==> src/hw/rtl/neighbor_table_with_aging_unit_macros.svh <==
// ----------------------------------------------------------------------------
// Neighbour table assertion macros
// Shorthand for the concurrent checks at the end of the top level.
// ----------------------------------------------------------------------------
`ifndef NEIGHBOR_TABLE_WITH_AGING_UNIT_MACROS_SVH
`define NEIGHBOR_TABLE_WITH_AGING_UNIT_MACROS_SVH

// Same-cycle implication, reset masks the check
`define NTA_ASSERT_HOLDS(label, clk, rst_n, ante, cons, msg) \
    label: assert property (@(posedge clk) disable iff (!rst_n) (ante) |-> (cons)) \
        else $error(msg);

// Next-cycle implication, reset masks the check
`define NTA_ASSERT_NEXT(label, clk, rst_n, ante, cons, msg) \
    label: assert property (@(posedge clk) disable iff (!rst_n) (ante) |=> (cons)) \
        else $error(msg);

`endif

==> src/hw/rtl/nta_pkg.sv <==
// ----------------------------------------------------------------------------
// Neighbour table package
// Field widths, operation and status codes, register map and shared types.
// ----------------------------------------------------------------------------
`default_nettype none

package nta_pkg;

    localparam int unsigned ADDR_W        = 64;
    localparam int unsigned FLEN_W        = 16;
    localparam int unsigned TIME_W        = 32;
    localparam int unsigned OP_W          = 2;
    localparam int unsigned STATUS_W      = 4;
    localparam int unsigned SLOT_FIELD_W  = 3;
    localparam int unsigned EXP_FIELD_W   = 4;
    localparam int unsigned LIMIT_W       = 4;
    localparam int unsigned CFG_IDX_W     = 3;
    localparam int unsigned CFG_DATA_W    = 32;
    localparam int unsigned IN_TDATA_W    = 176;
    localparam int unsigned IN_TUSER_W    = 2;
    localparam int unsigned OUT_TDATA_W   = 144;
    localparam int unsigned OUT_TUSER_W   = 4;
    localparam int unsigned OUT_PAD_W     = 7;

    // Operations
    localparam logic [OP_W-1:0] OP_BEACON = 2'd0;
    localparam logic [OP_W-1:0] OP_DATA   = 2'd1;
    localparam logic [OP_W-1:0] OP_ECHO   = 2'd2;
    localparam logic [OP_W-1:0] OP_TICK   = 2'd3;

    // Result status codes
    localparam logic [STATUS_W-1:0] ST_ADDED     = 4'd0;
    localparam logic [STATUS_W-1:0] ST_REFRESHED = 4'd1;
    localparam logic [STATUS_W-1:0] ST_FULL      = 4'd2;
    localparam logic [STATUS_W-1:0] ST_ACCEPTED  = 4'd3;
    localparam logic [STATUS_W-1:0] ST_UNKNOWN   = 4'd4;
    localparam logic [STATUS_W-1:0] ST_OVERSIZE  = 4'd5;
    localparam logic [STATUS_W-1:0] ST_REVERSE   = 4'd6;
    localparam logic [STATUS_W-1:0] ST_TICK      = 4'd7;
    localparam logic [STATUS_W-1:0] ST_ECHO      = 4'd8;

    // Register map
    localparam logic [CFG_IDX_W-1:0] CFG_PEER_LIMIT   = 3'd0;
    localparam logic [CFG_IDX_W-1:0] CFG_EXPIRY       = 3'd1;
    localparam logic [CFG_IDX_W-1:0] CFG_REVERSE      = 3'd2;
    localparam logic [CFG_IDX_W-1:0] CFG_ECHO_TIMEOUT = 3'd3;
    localparam logic [CFG_IDX_W-1:0] CFG_LOOPBACK     = 3'd4;
    localparam logic [CFG_IDX_W-1:0] CFG_MAX_FRAME    = 3'd5;

    // Register reset values
    localparam logic [LIMIT_W-1:0] RST_PEER_LIMIT   = 4'd8;
    localparam logic [TIME_W-1:0]  RST_EXPIRY       = 32'd22000;
    localparam logic [TIME_W-1:0]  RST_REVERSE      = 32'd5200;
    localparam logic [TIME_W-1:0]  RST_ECHO_TIMEOUT = 32'd6500;
    localparam logic               RST_LOOPBACK     = 1'b1;
    localparam logic [FLEN_W-1:0]  RST_MAX_FRAME    = 16'd500;

    typedef struct packed {
        logic [OP_W-1:0]   op;
        logic              is_lookup;
        logic [ADDR_W-1:0] addr_high;
        logic [ADDR_W-1:0] addr_low;
        logic [FLEN_W-1:0] frame_length;
        logic [TIME_W-1:0] now_ms;
    } item_t;

    typedef struct packed {
        logic [LIMIT_W-1:0] peer_limit;
        logic [TIME_W-1:0]  expiry_ms;
        logic [TIME_W-1:0]  reverse_interval_ms;
        logic [TIME_W-1:0]  echo_timeout_ms;
        logic               loopback_ok;
        logic [FLEN_W-1:0]  max_frame_len;
    } cfg_t;

    typedef struct packed {
        logic [STATUS_W-1:0]    status;
        logic [SLOT_FIELD_W-1:0] slot;
        logic [ADDR_W-1:0]      peer_high;
        logic [ADDR_W-1:0]      peer_low;
        logic [EXP_FIELD_W-1:0] expired_count;
        logic                   carrier_ok;
        logic                   carrier_changed;
        logic                   last;
    } res_t;

endpackage

`default_nettype wire

==> src/hw/rtl/nta_front.sv <==
// ----------------------------------------------------------------------------
// Neighbour table front end
// Accept input transactions, tag table lookups and hold them in a short queue.
// ----------------------------------------------------------------------------
`default_nettype none

module nta_front
    import nta_pkg::*;
(
    input  wire logic                  clk,
    input  wire logic                  rst_n,
    input  wire logic                  s_axis_tvalid,
    output logic                       s_axis_tready,
    input  wire logic [IN_TDATA_W-1:0] s_axis_tdata,
    input  wire logic [IN_TUSER_W-1:0] s_axis_tuser,
    output logic                       q_valid,
    input  wire logic                  q_pop,
    output item_t                      q_item
);

    localparam int unsigned QUEUE_DEPTH = 2;

    item_t            entry_reg [QUEUE_DEPTH];
    logic             wr_ptr_reg, wr_ptr_next;
    logic             rd_ptr_reg, rd_ptr_next;
    logic [1:0]       count_reg, count_next;
    logic             push;
    item_t            in_item;

    // Unpack and classify
    always_comb
    begin
        in_item.op           = s_axis_tuser;
        in_item.is_lookup    = (s_axis_tuser == OP_BEACON) || (s_axis_tuser == OP_DATA);
        in_item.addr_high    = s_axis_tdata[63:0];
        in_item.addr_low     = s_axis_tdata[127:64];
        in_item.frame_length = s_axis_tdata[143:128];
        in_item.now_ms       = s_axis_tdata[175:144];
    end

    assign s_axis_tready = (count_reg != 2'(QUEUE_DEPTH));
    assign push          = s_axis_tvalid && s_axis_tready;
    assign q_valid       = (count_reg != 2'd0);
    assign q_item        = entry_reg[rd_ptr_reg];

    always_comb
    begin
        wr_ptr_next = wr_ptr_reg;
        rd_ptr_next = rd_ptr_reg;
        count_next  = count_reg;
        if (push)
        begin
            wr_ptr_next = ~wr_ptr_reg;
        end
        if (q_pop)
        begin
            rd_ptr_next = ~rd_ptr_reg;
        end
        case ({push, q_pop})
            2'b10:   count_next = count_reg + 2'd1;
            2'b01:   count_next = count_reg - 2'd1;
            default: count_next = count_reg;
        endcase
    end

    always_ff @(posedge clk or negedge rst_n)
    begin
        if (!rst_n)
        begin
            wr_ptr_reg <= 1'b0;
            rd_ptr_reg <= 1'b0;
            count_reg  <= 2'd0;
        end
        else
        begin
            wr_ptr_reg <= wr_ptr_next;
            rd_ptr_reg <= rd_ptr_next;
            count_reg  <= count_next;
        end
    end

    always_ff @(posedge clk)
    begin
        if (push)
        begin
            entry_reg[wr_ptr_reg] <= in_item;
        end
    end

endmodule

`default_nettype wire

==> src/hw/rtl/nta_back.sv <==
// ----------------------------------------------------------------------------
// Neighbour table back end: update the table and drive the result register.
// Walk the peer table one slot a cycle, held while a reverse result waits.
// ----------------------------------------------------------------------------
`default_nettype none

module nta_back
    import nta_pkg::*;
#(
    parameter int unsigned TABLE_SLOTS = 8
)
(
    input  wire logic  clk,
    input  wire logic  rst_n,
    input  wire cfg_t  cfg,
    input  wire logic  q_valid,
    output logic       q_pop,
    input  wire item_t q_item,
    output logic       res_valid,
    input  wire logic  res_ready,
    output res_t       res
);

    localparam int unsigned SLOT_W = (TABLE_SLOTS > 1) ? $clog2(TABLE_SLOTS) : 1;
    localparam int unsigned CNT_W  = $clog2(TABLE_SLOTS + 1);
    localparam int unsigned CMP_W  = (CNT_W > LIMIT_W) ? CNT_W : LIMIT_W;
    localparam int unsigned SXW    = (SLOT_W > SLOT_FIELD_W) ? SLOT_W : SLOT_FIELD_W;
    localparam int unsigned XW     = (CNT_W > EXP_FIELD_W) ? CNT_W : EXP_FIELD_W;
    localparam logic [CNT_W-1:0] SLOT_COUNT = CNT_W'(TABLE_SLOTS);

    localparam logic [1:0] S_IDLE   = 2'd0;
    localparam logic [1:0] S_CARR   = 2'd1;
    localparam logic [1:0] S_SCAN   = 2'd2;
    localparam logic [1:0] S_RESULT = 2'd3;

    // Table memories, entries undefined until written
    logic [2*ADDR_W-1:0] addr_mem  [TABLE_SLOTS];
    logic [TIME_W-1:0]   heard_mem [TABLE_SLOTS];
    logic [TIME_W-1:0]   rev_mem   [TABLE_SLOTS];
    logic [2*ADDR_W-1:0] rd_addr_reg;
    logic [TIME_W-1:0]   rd_heard_reg;
    logic [TIME_W-1:0]   rd_rev_reg;

    logic [1:0]             state_reg, state_next;
    item_t                  cur_reg, cur_next;
    logic [CNT_W-1:0]       rd_cnt_reg, rd_cnt_next;
    logic                   ev_v_reg, ev_v_next;
    logic [SLOT_W-1:0]      ev_idx_reg, ev_idx_next;
    logic                   found_reg, found_next;
    logic [SLOT_W-1:0]      found_idx_reg, found_idx_next;
    logic                   free_found_reg, free_found_next;
    logic [SLOT_W-1:0]      free_idx_reg, free_idx_next;
    logic [CNT_W-1:0]       used_reg, used_next;
    logic [CNT_W-1:0]       expired_reg, expired_next;
    logic                   changed_reg, changed_next;
    logic [TABLE_SLOTS-1:0] valid_reg, valid_next;
    logic [TIME_W-1:0]      echo_time_reg, echo_time_next;
    logic                   echo_seen_reg, echo_seen_next;
    logic [TIME_W-1:0]      rx_time_reg, rx_time_next;
    logic                   rx_seen_reg, rx_seen_next;
    logic                   carrier_reg, carrier_next;
    logic                   out_valid_reg, out_valid_next;
    res_t                   out_reg, out_next;

    logic                   out_free;
    logic                   out_load;
    logic                   adv;
    logic                   rd_en;
    logic [SLOT_W-1:0]      rd_idx;
    logic                   addr_we, heard_we, rev_we;
    logic [SLOT_W-1:0]      wr_idx;
    logic                   ev_valid, ev_match, ev_expire, ev_due;
    logic [TIME_W-1:0]      heard_age, rev_age, echo_age, rx_age;
    logic                   echo_ok, rx_ok, carrier_ok;
    logic [CMP_W-1:0]       limit_x;
    logic [SXW-1:0]         ev_slot_x, found_slot_x, free_slot_x;
    logic [XW-1:0]          expired_x;

    assign rd_idx       = rd_cnt_reg[SLOT_W-1:0];
    assign out_free     = !out_valid_reg || res_ready;
    assign ev_valid     = valid_reg[ev_idx_reg];
    assign ev_match     = ev_valid && (rd_addr_reg == {cur_reg.addr_high, cur_reg.addr_low});
    assign heard_age    = cur_reg.now_ms - rd_heard_reg;
    assign rev_age      = cur_reg.now_ms - rd_rev_reg;
    assign ev_expire    = ev_valid && (heard_age > cfg.expiry_ms);
    assign ev_due       = ev_valid && !ev_expire && (rev_age >= cfg.reverse_interval_ms);
    assign echo_age     = cur_reg.now_ms - echo_time_reg;
    assign rx_age       = cur_reg.now_ms - rx_time_reg;
    assign echo_ok      = echo_seen_reg && (echo_age <= cfg.echo_timeout_ms);
    assign rx_ok        = rx_seen_reg && (rx_age <= cfg.echo_timeout_ms);
    assign carrier_ok   = cfg.loopback_ok ? (echo_ok || rx_ok) : rx_ok;
    // Zero limit behaves as one
    assign limit_x      = (cfg.peer_limit == '0) ? CMP_W'(1) : CMP_W'(cfg.peer_limit);
    assign ev_slot_x    = SXW'(ev_idx_reg);
    assign found_slot_x = SXW'(found_idx_reg);
    assign free_slot_x  = SXW'(free_idx_reg);
    assign expired_x    = XW'(expired_reg);

    assign res_valid = out_valid_reg;
    assign res       = out_reg;

    always_comb
    begin
        state_next      = state_reg;
        cur_next        = cur_reg;
        rd_cnt_next     = rd_cnt_reg;
        ev_v_next       = ev_v_reg;
        ev_idx_next     = ev_idx_reg;
        found_next      = found_reg;
        found_idx_next  = found_idx_reg;
        free_found_next = free_found_reg;
        free_idx_next   = free_idx_reg;
        used_next       = used_reg;
        expired_next    = expired_reg;
        changed_next    = changed_reg;
        valid_next      = valid_reg;
        echo_time_next  = echo_time_reg;
        echo_seen_next  = echo_seen_reg;
        rx_time_next    = rx_time_reg;
        rx_seen_next    = rx_seen_reg;
        carrier_next    = carrier_reg;
        q_pop           = 1'b0;
        adv             = 1'b1;
        rd_en           = 1'b0;
        addr_we         = 1'b0;
        heard_we        = 1'b0;
        rev_we          = 1'b0;
        wr_idx          = ev_idx_reg;
        out_load        = 1'b0;
        out_next        = out_reg;

        case (state_reg)
            S_IDLE:
            begin
                if (q_valid)
                begin
                    q_pop           = 1'b1;
                    cur_next        = q_item;
                    rd_cnt_next     = '0;
                    ev_v_next       = 1'b0;
                    found_next      = 1'b0;
                    free_found_next = 1'b0;
                    used_next       = '0;
                    expired_next    = '0;
                    if (q_item.is_lookup)
                    begin
                        state_next = S_SCAN;
                    end
                    else if (q_item.op == OP_TICK)
                    begin
                        state_next = S_CARR;
                    end
                    else
                    begin
                        state_next = S_RESULT;
                    end
                end
            end

            S_CARR:
            begin
                // Carrier moves before any reverse result of this tick
                changed_next = (carrier_ok != carrier_reg);
                carrier_next = carrier_ok;
                state_next   = S_SCAN;
            end

            S_SCAN:
            begin
                if (ev_v_reg && !cur_reg.is_lookup && ev_due && !out_free)
                begin
                    adv = 1'b0;
                end
                if (ev_v_reg && adv)
                begin
                    if (cur_reg.is_lookup)
                    begin
                        if (ev_match && !found_reg)
                        begin
                            found_next     = 1'b1;
                            found_idx_next = ev_idx_reg;
                        end
                        if (ev_valid)
                        begin
                            used_next = used_reg + CNT_W'(1);
                        end
                        else if (!free_found_reg)
                        begin
                            free_found_next = 1'b1;
                            free_idx_next   = ev_idx_reg;
                        end
                    end
                    else if (ev_expire)
                    begin
                        valid_next[ev_idx_reg] = 1'b0;
                        expired_next           = expired_reg + CNT_W'(1);
                    end
                    else if (ev_due)
                    begin
                        rev_we                   = 1'b1;
                        wr_idx                   = ev_idx_reg;
                        out_load                 = 1'b1;
                        out_next                 = '0;
                        out_next.status          = ST_REVERSE;
                        out_next.slot            = ev_slot_x[SLOT_FIELD_W-1:0];
                        out_next.peer_high       = rd_addr_reg[2*ADDR_W-1:ADDR_W];
                        out_next.peer_low        = rd_addr_reg[ADDR_W-1:0];
                        out_next.carrier_ok      = carrier_reg;
                        out_next.last            = 1'b0;
                    end
                end
                if (adv)
                begin
                    if (rd_cnt_reg < SLOT_COUNT)
                    begin
                        rd_en       = 1'b1;
                        rd_cnt_next = rd_cnt_reg + CNT_W'(1);
                        ev_v_next   = 1'b1;
                        ev_idx_next = rd_idx;
                    end
                    else
                    begin
                        ev_v_next  = 1'b0;
                        state_next = S_RESULT;
                    end
                end
            end

            S_RESULT:
            begin
                if (out_free)
                begin
                    out_load            = 1'b1;
                    out_next            = '0;
                    out_next.last       = 1'b1;
                    out_next.carrier_ok = carrier_reg;
                    state_next          = S_IDLE;
                    case (cur_reg.op)
                        OP_BEACON:
                        begin
                            rx_time_next = cur_reg.now_ms;
                            rx_seen_next = 1'b1;
                            if (found_reg)
                            begin
                                heard_we        = 1'b1;
                                wr_idx          = found_idx_reg;
                                out_next.status = ST_REFRESHED;
                                out_next.slot   = found_slot_x[SLOT_FIELD_W-1:0];
                            end
                            else if (!free_found_reg || (CMP_W'(used_reg) >= limit_x))
                            begin
                                out_next.status = ST_FULL;
                            end
                            else
                            begin
                                addr_we                  = 1'b1;
                                heard_we                 = 1'b1;
                                rev_we                   = 1'b1;
                                wr_idx                   = free_idx_reg;
                                valid_next[free_idx_reg] = 1'b1;
                                out_next.status          = ST_ADDED;
                                out_next.slot            = free_slot_x[SLOT_FIELD_W-1:0];
                            end
                        end
                        OP_DATA:
                        begin
                            if (found_reg)
                            begin
                                heard_we      = 1'b1;
                                wr_idx        = found_idx_reg;
                                rx_time_next  = cur_reg.now_ms;
                                rx_seen_next  = 1'b1;
                                out_next.slot = found_slot_x[SLOT_FIELD_W-1:0];
                                out_next.status =
                                    (cur_reg.frame_length > cfg.max_frame_len) ?
                                    ST_OVERSIZE : ST_ACCEPTED;
                            end
                            else
                            begin
                                out_next.status = ST_UNKNOWN;
                            end
                        end
                        OP_ECHO:
                        begin
                            echo_time_next  = cur_reg.now_ms;
                            echo_seen_next  = 1'b1;
                            out_next.status = ST_ECHO;
                        end
                        default:
                        begin
                            out_next.status          = ST_TICK;
                            out_next.expired_count   = expired_x[EXP_FIELD_W-1:0];
                            out_next.carrier_changed = changed_reg;
                        end
                    endcase
                end
            end

            default:
            begin
                state_next = S_IDLE;
            end
        endcase

        if (out_load)
        begin
            out_valid_next = 1'b1;
        end
        else if (res_ready)
        begin
            out_valid_next = 1'b0;
        end
        else
        begin
            out_valid_next = out_valid_reg;
        end
    end

    always_ff @(posedge clk or negedge rst_n)
    begin
        if (!rst_n)
        begin
            state_reg      <= S_IDLE;
            rd_cnt_reg     <= '0;
            ev_v_reg       <= 1'b0;
            found_reg      <= 1'b0;
            free_found_reg <= 1'b0;
            used_reg       <= '0;
            expired_reg    <= '0;
            changed_reg    <= 1'b0;
            valid_reg      <= '0;
            echo_time_reg  <= '0;
            echo_seen_reg  <= 1'b0;
            rx_time_reg    <= '0;
            rx_seen_reg    <= 1'b0;
            carrier_reg    <= 1'b0;
            out_valid_reg  <= 1'b0;
        end
        else
        begin
            state_reg      <= state_next;
            rd_cnt_reg     <= rd_cnt_next;
            ev_v_reg       <= ev_v_next;
            found_reg      <= found_next;
            free_found_reg <= free_found_next;
            used_reg       <= used_next;
            expired_reg    <= expired_next;
            changed_reg    <= changed_next;
            valid_reg      <= valid_next;
            echo_time_reg  <= echo_time_next;
            echo_seen_reg  <= echo_seen_next;
            rx_time_reg    <= rx_time_next;
            rx_seen_reg    <= rx_seen_next;
            carrier_reg    <= carrier_next;
            out_valid_reg  <= out_valid_next;
        end
    end

    // Payload registers
    always_ff @(posedge clk)
    begin
        cur_reg       <= cur_next;
        ev_idx_reg    <= ev_idx_next;
        found_idx_reg <= found_idx_next;
        free_idx_reg  <= free_idx_next;
        out_reg       <= out_next;
    end

    // Table memories: one write and one registered read per cycle
    always_ff @(posedge clk)
    begin
        if (addr_we)
        begin
            addr_mem[wr_idx] <= {cur_reg.addr_high, cur_reg.addr_low};
        end
        if (heard_we)
        begin
            heard_mem[wr_idx] <= cur_reg.now_ms;
        end
        if (rev_we)
        begin
            rev_mem[wr_idx] <= cur_reg.now_ms;
        end
        if (rd_en)
        begin
            rd_addr_reg  <= addr_mem[rd_idx];
            rd_heard_reg <= heard_mem[rd_idx];
            rd_rev_reg   <= rev_mem[rd_idx];
        end
    end

endmodule

`default_nettype wire

==> src/hw/rtl/neighbor_table_with_aging_unit.sv <==
// ----------------------------------------------------------------------------
// Neighbour table with aging
// Peer table keyed by IPv6 address with beacon learning, frame checks,
// periodic aging, reverse-beacon requests and carrier detection.
// ----------------------------------------------------------------------------
//  channel   direction  handshake              payload
//  s_axis    in         tvalid/tready          tdata: addresses, length, time; tuser: op
//  m_axis    out        tvalid/tready          tdata: slot, peer, counts; tuser: status
//  cfg       in         cfg_we (no wait)       cfg_index, cfg_data
//
//  After the queue, an echo goes straight to its result; a beacon or data frame
//  walks the table one slot a cycle, and a tick updates the carrier first and
//  then walks. Every item also waits while the result register is full, and a
//  tick holds its walk while a reverse result waits for the result register.
//  rst_n clears valid bits, carrier, echo and receive history and registers.
//  A two-entry queue keeps the input side taking transactions during stalls.
// ----------------------------------------------------------------------------
`default_nettype none

`include "neighbor_table_with_aging_unit_macros.svh"

module neighbor_table_with_aging_unit
    import nta_pkg::*;
#(
    parameter int unsigned TABLE_SLOTS = 8
)
(
    input  wire logic                   clk,
    input  wire logic                   rst_n,
    // Input stream
    input  wire logic                   s_axis_tvalid,
    output logic                        s_axis_tready,
    // addr_high[63:0], addr_low[127:64], frame_length[143:128], now_ms[175:144]
    input  wire logic [IN_TDATA_W-1:0]  s_axis_tdata,
    // operation[1:0]
    input  wire logic [IN_TUSER_W-1:0]  s_axis_tuser,
    // Result stream
    output logic                        m_axis_tvalid,
    input  wire logic                   m_axis_tready,
    // slot[2:0], peer_high[66:3], peer_low[130:67], expired_count[134:131],
    // carrier_ok[135], carrier_changed[136], zero pad[143:137]
    output logic [OUT_TDATA_W-1:0]      m_axis_tdata,
    // status[3:0]
    output logic [OUT_TUSER_W-1:0]      m_axis_tuser,
    output logic                        m_axis_tlast,
    // Configuration writes
    input  wire logic                   cfg_we,
    input  wire logic [CFG_IDX_W-1:0]   cfg_index,
    input  wire logic [CFG_DATA_W-1:0]  cfg_data
);

    cfg_t  cfg_reg, cfg_next;
    logic  q_valid;
    logic  q_pop;
    item_t q_item;
    res_t  res;

    // Register file: indexes beyond the map are dropped
    always_comb
    begin
        cfg_next = cfg_reg;
        if (cfg_we)
        begin
            case (cfg_index)
                CFG_PEER_LIMIT:   cfg_next.peer_limit          = cfg_data[LIMIT_W-1:0];
                CFG_EXPIRY:       cfg_next.expiry_ms           = cfg_data[TIME_W-1:0];
                CFG_REVERSE:      cfg_next.reverse_interval_ms = cfg_data[TIME_W-1:0];
                CFG_ECHO_TIMEOUT: cfg_next.echo_timeout_ms     = cfg_data[TIME_W-1:0];
                CFG_LOOPBACK:     cfg_next.loopback_ok         = cfg_data[0];
                CFG_MAX_FRAME:    cfg_next.max_frame_len       = cfg_data[FLEN_W-1:0];
                default:          cfg_next = cfg_reg;
            endcase
        end
    end

    always_ff @(posedge clk or negedge rst_n)
    begin
        if (!rst_n)
        begin
            cfg_reg.peer_limit          <= RST_PEER_LIMIT;
            cfg_reg.expiry_ms           <= RST_EXPIRY;
            cfg_reg.reverse_interval_ms <= RST_REVERSE;
            cfg_reg.echo_timeout_ms     <= RST_ECHO_TIMEOUT;
            cfg_reg.loopback_ok         <= RST_LOOPBACK;
            cfg_reg.max_frame_len       <= RST_MAX_FRAME;
        end
        else
        begin
            cfg_reg <= cfg_next;
        end
    end

    // Front end: accept, classify, queue
    nta_front u_front (
        .clk           (clk),
        .rst_n         (rst_n),
        .s_axis_tvalid (s_axis_tvalid),
        .s_axis_tready (s_axis_tready),
        .s_axis_tdata  (s_axis_tdata),
        .s_axis_tuser  (s_axis_tuser),
        .q_valid       (q_valid),
        .q_pop         (q_pop),
        .q_item        (q_item)
    );

    // Back end: table walk, update and result register
    nta_back #(
        .TABLE_SLOTS (TABLE_SLOTS)
    ) u_back (
        .clk       (clk),
        .rst_n     (rst_n),
        .cfg       (cfg_reg),
        .q_valid   (q_valid),
        .q_pop     (q_pop),
        .q_item    (q_item),
        .res_valid (m_axis_tvalid),
        .res_ready (m_axis_tready),
        .res       (res)
    );

    // Pack the result transaction
    assign m_axis_tdata = {{OUT_PAD_W{1'b0}}, res.carrier_changed, res.carrier_ok,
                           res.expired_count, res.peer_low, res.peer_high, res.slot};
    assign m_axis_tuser = res.status;
    assign m_axis_tlast = res.last;

    // Back end only takes an item the queue holds
    `NTA_ASSERT_HOLDS(a_pop_nonempty, clk, rst_n, q_pop, q_valid, "pop from empty queue")
    // One item at a time: a pop is never followed straight by another
    `NTA_ASSERT_NEXT(a_pop_spacing, clk, rst_n, q_pop, !q_pop, "back-to-back pop")
    // Reverse requests are never the closing result of a tick
    `NTA_ASSERT_HOLDS(a_reverse_not_last, clk, rst_n,
        m_axis_tvalid && (res.status == ST_REVERSE), !res.last, "reverse marked last")
    // Carrier change is only reported on tick completion
    `NTA_ASSERT_HOLDS(a_changed_on_tick, clk, rst_n,
        m_axis_tvalid && res.carrier_changed, res.status == ST_TICK, "stray carrier change")

endmodule

`default_nettype wire

==> config.mk <==
export PLATFORM = sky130hd
export DESIGN_NAME = neighbor_table_with_aging_unit
export DESIGN_NICKNAME = d
export VERILOG_FILES = /design/src/hw/rtl/nta_pkg.sv /design/src/hw/rtl/nta_front.sv /design/src/hw/rtl/nta_back.sv /design/src/hw/rtl/neighbor_table_with_aging_unit.sv
export VERILOG_INCLUDE_DIRS = /design/src /design/src/hw/rtl
export SDC_FILE = /design/constraint.sdc
export NUM_CORES = 2
export LEC_CHECK = 0
export ABC_AREA = 1
export BUFFER_PORTS_ARGS = -buffer_cell sky130_fd_sc_hd__buf_2
export CAP_MARGIN = 40
export CORE_MARGIN = 5
export CORE_UTILIZATION = 55
export DETAILED_ROUTE_END_ITERATION = 16
export MAX_ROUTING_LAYER = met4
export PLACE_DENSITY = 0.76
export RECOVER_POWER = 50
export SYNTH_ARGS = -nofsm -noshare
export SYNTH_HDL_FRONTEND = slang
export SYNTH_SLANG_ARGS = --single-unit
==> constraint.sdc <==
create_clock -name clk -period 24.3 [get_ports clk]
set_input_delay 0 -clock clk [delete_from_list [all_inputs] [get_ports clk]]
set_output_delay 0 -clock clk [all_outputs]
set_load 0.01 [all_outputs]
==> results.toml <==
[logic_synthesis]
async_flop_share = 0.0817
synth-seq-cells = 2631
synth_seq_area_share = 0.705
synthAdderAreaFrac = 0.0330
synth_cell_types = 63
synthCells = 9368
synth.area.mux_share = 0
synth_edf_count = 2416
synth_top_family_by_area = "simple AND/OR/NAND/NOR gates"
synth_compound_area_frac = 0.0918
yosysWarnings = 0
syn_avg_cell_area_um2 = 11.8
synth-xor-area-share = 0.0134
synth-simple-area-share = 0.119
syn_area_um2 = 111000
synthFlopType = "edfxtp_1"

[setup_path]
cp_data_required_time_ns = 24.91
worst_ep_arrival_time_ns = 11.51
max_stage_delay_ns = 6.99
worstPathCellList = "clkbuf_1 > o21ai_0 > o22ai_1 > nor2_1 > a31oi_1"
crit_type = "register to register"
critPathLaunchType = "register"
cp-startpoint = "u_back.rd_cnt_reg[1]$_DFFE_PN0P_"
worst-path-max-fanout = 185
critPathSlowestCell = "clkbuf_1"
end_kind = "register"
rr_startpoint = "u_back.rd_cnt_reg[1]$_DFFE_PN0P_"

[timing]
fin_crit_sh = 0.448
maxSlewViolCount = 1442
min_period_ns = 10.89
setup_viol = 0
fmax_mhz = 91.8
final_hold_viol_count = 0
slew_headroom = -5.84
fin_ws_ns = 13.41
rsz0062_at_grt = "no"
whs_ns = 0.0464
worstMarginPinSlew_ns = 10.27
setup-tns-final_ns = 0
finClkSkew_ns = 0.0889

[drt]
vias = 77800
avgRoutedWirePerCell_um = 25.1
drc = 0
first_pass_iters = 9
avgViaCountPerCell = 5.98
wl_um = 327000
postRouteAntennaNets = 0
drt_iter0_markers = 11100

[clock_network]
clock_sinks = 2631
clk_latency_ns = 0.94
cts-root-buf = "clkbuf_16"
cts_tree = "built"
post_cts_buffers = 0
cts-htree-levels = 5
cts.path.max_buffers = 4
ctsResizeCount = 0
clk_pin_slew_ns = 0.06
cts_buffers = 282

[grt]
antenna_found_initial = 24
use_met3 = 0.0533
grt_pass1_wl_um = 478000
gr-usage-met2 = 0.485
grt_util_met1 = 0.406
overflow = 0
grt_use_total = 0.314
grt-busiest-layer = "met2"
grt_max_degree = 200
grt_pass1_vias = 76000

[power]
pwr-share-seq = 0.390
clock_power_share = 0.235
power_uw = 17800
netSwitchingFraction = 0.394
peakVddDrop_mv = 0.109
powerDensity_nw_per_um2 = 139
p_sw_uw = 7020
p_int_uw = 10800
p_leak_uw = 0.0480
p_comb_frac = 0.376

[placed_design]
gp_congestion = 0.960
dp_slack_ns = 17.38
placed_cell_area_um2 = 116000
numPortBuffers = 361
dp_hpwl_um = 195000

[outcome]
violations = "max-capacitance violations, max-slew violations"
status = "finished, violations left"

[run]
max_cap_viol_count = 34

[floorplanning]
die_h_um = 458
core_um2 = 200000
die-area_um2 = 210000
start_util = 0.553
rows = 164
io_pins = 369
die_x_um = 458

[cells_and_area]
area_delta_synth_final_pct = 16.0
post_route_cells_drive_above_1_share = 0.0792
stdcell_area_um2 = 128000
largest_reg_flops = 1024
nFillCells = 14200
nets = 10700

[hold_path]
worstHoldPathType = "input port to register"
min-delay-start = "cfg_data[3]"
logic make-up after synthesis:
| logic type | Yosys count |
|---|---|
| compound gates | 1846 |
| flops | 2631 |
| xor+xnor | 169 |
| buf+inv | 1084 |
| other cells | 1 |
| simple gates | 3348 |
| fa+ha+maj | 289 |
layout make-up:
cell class / instances / area [µm²] / area share
Sequential cell: 2631 / 78000 / 0.608
Multi-Input combinational cell: 5659 / 28800 / 0.224
Clock buffer: 358 / 7600 / 0.0593
Timing Repair Buffer: 894 / 6800 / 0.0530
Tap cell: 2656 / 3320 / 0.0259
Inverter: 682 / 2590 / 0.0202
Clock inverter: 123 / 1200 / 0.00935
Antenna cell: 20 / 50.0 / 0.000390
routing by layer:
layer	vias to the layer above	share of wire	wire length, µm
li1	34300	-	-
met1	37700	0.37	122000
met2	4869	0.47	152000
met3	878	0.10	33300
met4	0	0.060	19400
met5	-	0	0
metrics by stage:
stage | cells | util
after floorplan | 9374 | -
after global placement | 12100 | 0.578
after detailed placement | 12100 | 0.581
after CTS | 13000 | 0.645
after global routing | 13000 | 0.642
final | 13000 | 0.642
Yosys cell counts (44+ instances only):
cell / instances / area, µm²
o21ai_0: 1075 / 5380
buf_2: 44 / 220
edfxtp_1: 2416 / 72500
nor3_1: 50 / 250
clkbuf_1: 325 / 1220
dfrtp_1: 189 / 4730
xor2_1: 122 / 1070
xnor2_1: 47 / 412
nor2_1: 1750 / 6570
a31oi_1: 213 / 1330
nand4_1: 55 / 344
ha_1: 285 / 3570
a21oi_1: 221 / 1110
or2_2: 61 / 382
nand3_1: 59 / 295
nand2_1: 1320 / 4950
inv_1: 673 / 2530
o22ai_1: 195 / 1220
cells in the final DEF (no fill, tap or decap), drive strengths merged, types with 3 or more instances in the layout:
cell	n
edfxtp	2416
nor2	1751
nand2	1325
o21ai	1103
inv	685
clkbuf	570
dlygate4sd3	401
ha	285
buf	281
a21oi	228
a31oi	213
o22ai	195
dfrtp	189
xor2	122
clkinv	86
or2	61
nand3	61
nand4	57
nor3	50
xnor2	47
nor4	27
dfstp	26
bufinv	23
diode	20
o21a	17
a21boi	14
o211ai	12
clkinvlp	11
a21o	10
o31ai	10
o21bai	10
o221ai	9
o2111ai	8
conb	7
nor3b	6
nand3b	5
a2111oi	4
fa	4
a221oi	3
final timing paths:
check                                                   endpoint  slack (ns)  cells past startpoint
worst max register to register  u_back.rd_heard_reg[8]$_DFFE_PP_       13.41                      5
worst min-delay path                     cfg_reg[20]$_DFFE_PN0P_        0.05                      4
worst min register to register  u_back.echo_seen_reg$_DFFE_PN0P_        0.47                      2
max in group asynchronous         u_back.carrier_reg$_DFFE_PN0N_       17.84                      4
worst max-delay path            u_back.rd_heard_reg[8]$_DFFE_PP_       13.41                      5
min in group asynchronous                cfg_reg[29]$_DFFE_PN1P_        1.02                      3
repair_timing:
item	4_1_cts	5_1_grt
hold buffers	402	0
hold endpoints to repair	605	0
endpoints found under the setup margin	0	0
worst max-delay path: cells and delay by family (launching register included):
family	cells	cell delay (ns)
compound gates	3	2.41
buf+inv	1	6.99
flops	1	0.81
simple gates	1	0.07
power by group through the flow:
| stage | clock network (µW) | logic (µW) | registers [µW] |
|---|---|---|---|
| 2_1_floorplan | 0 | 4030 | 7030 |
| 3_3_place_gp | 0 | 6250 | 6960 |
| 3_5_place_dp | 0 | 6500 | 6970 |
| 4_1_cts | 4180 | 6600 | 6890 |
| 5_1_grt | 4390 | 7300 | 7000 |
| 6_report | 4180 | 6690 | 6940 |
(Power assumes the default switching activity.)
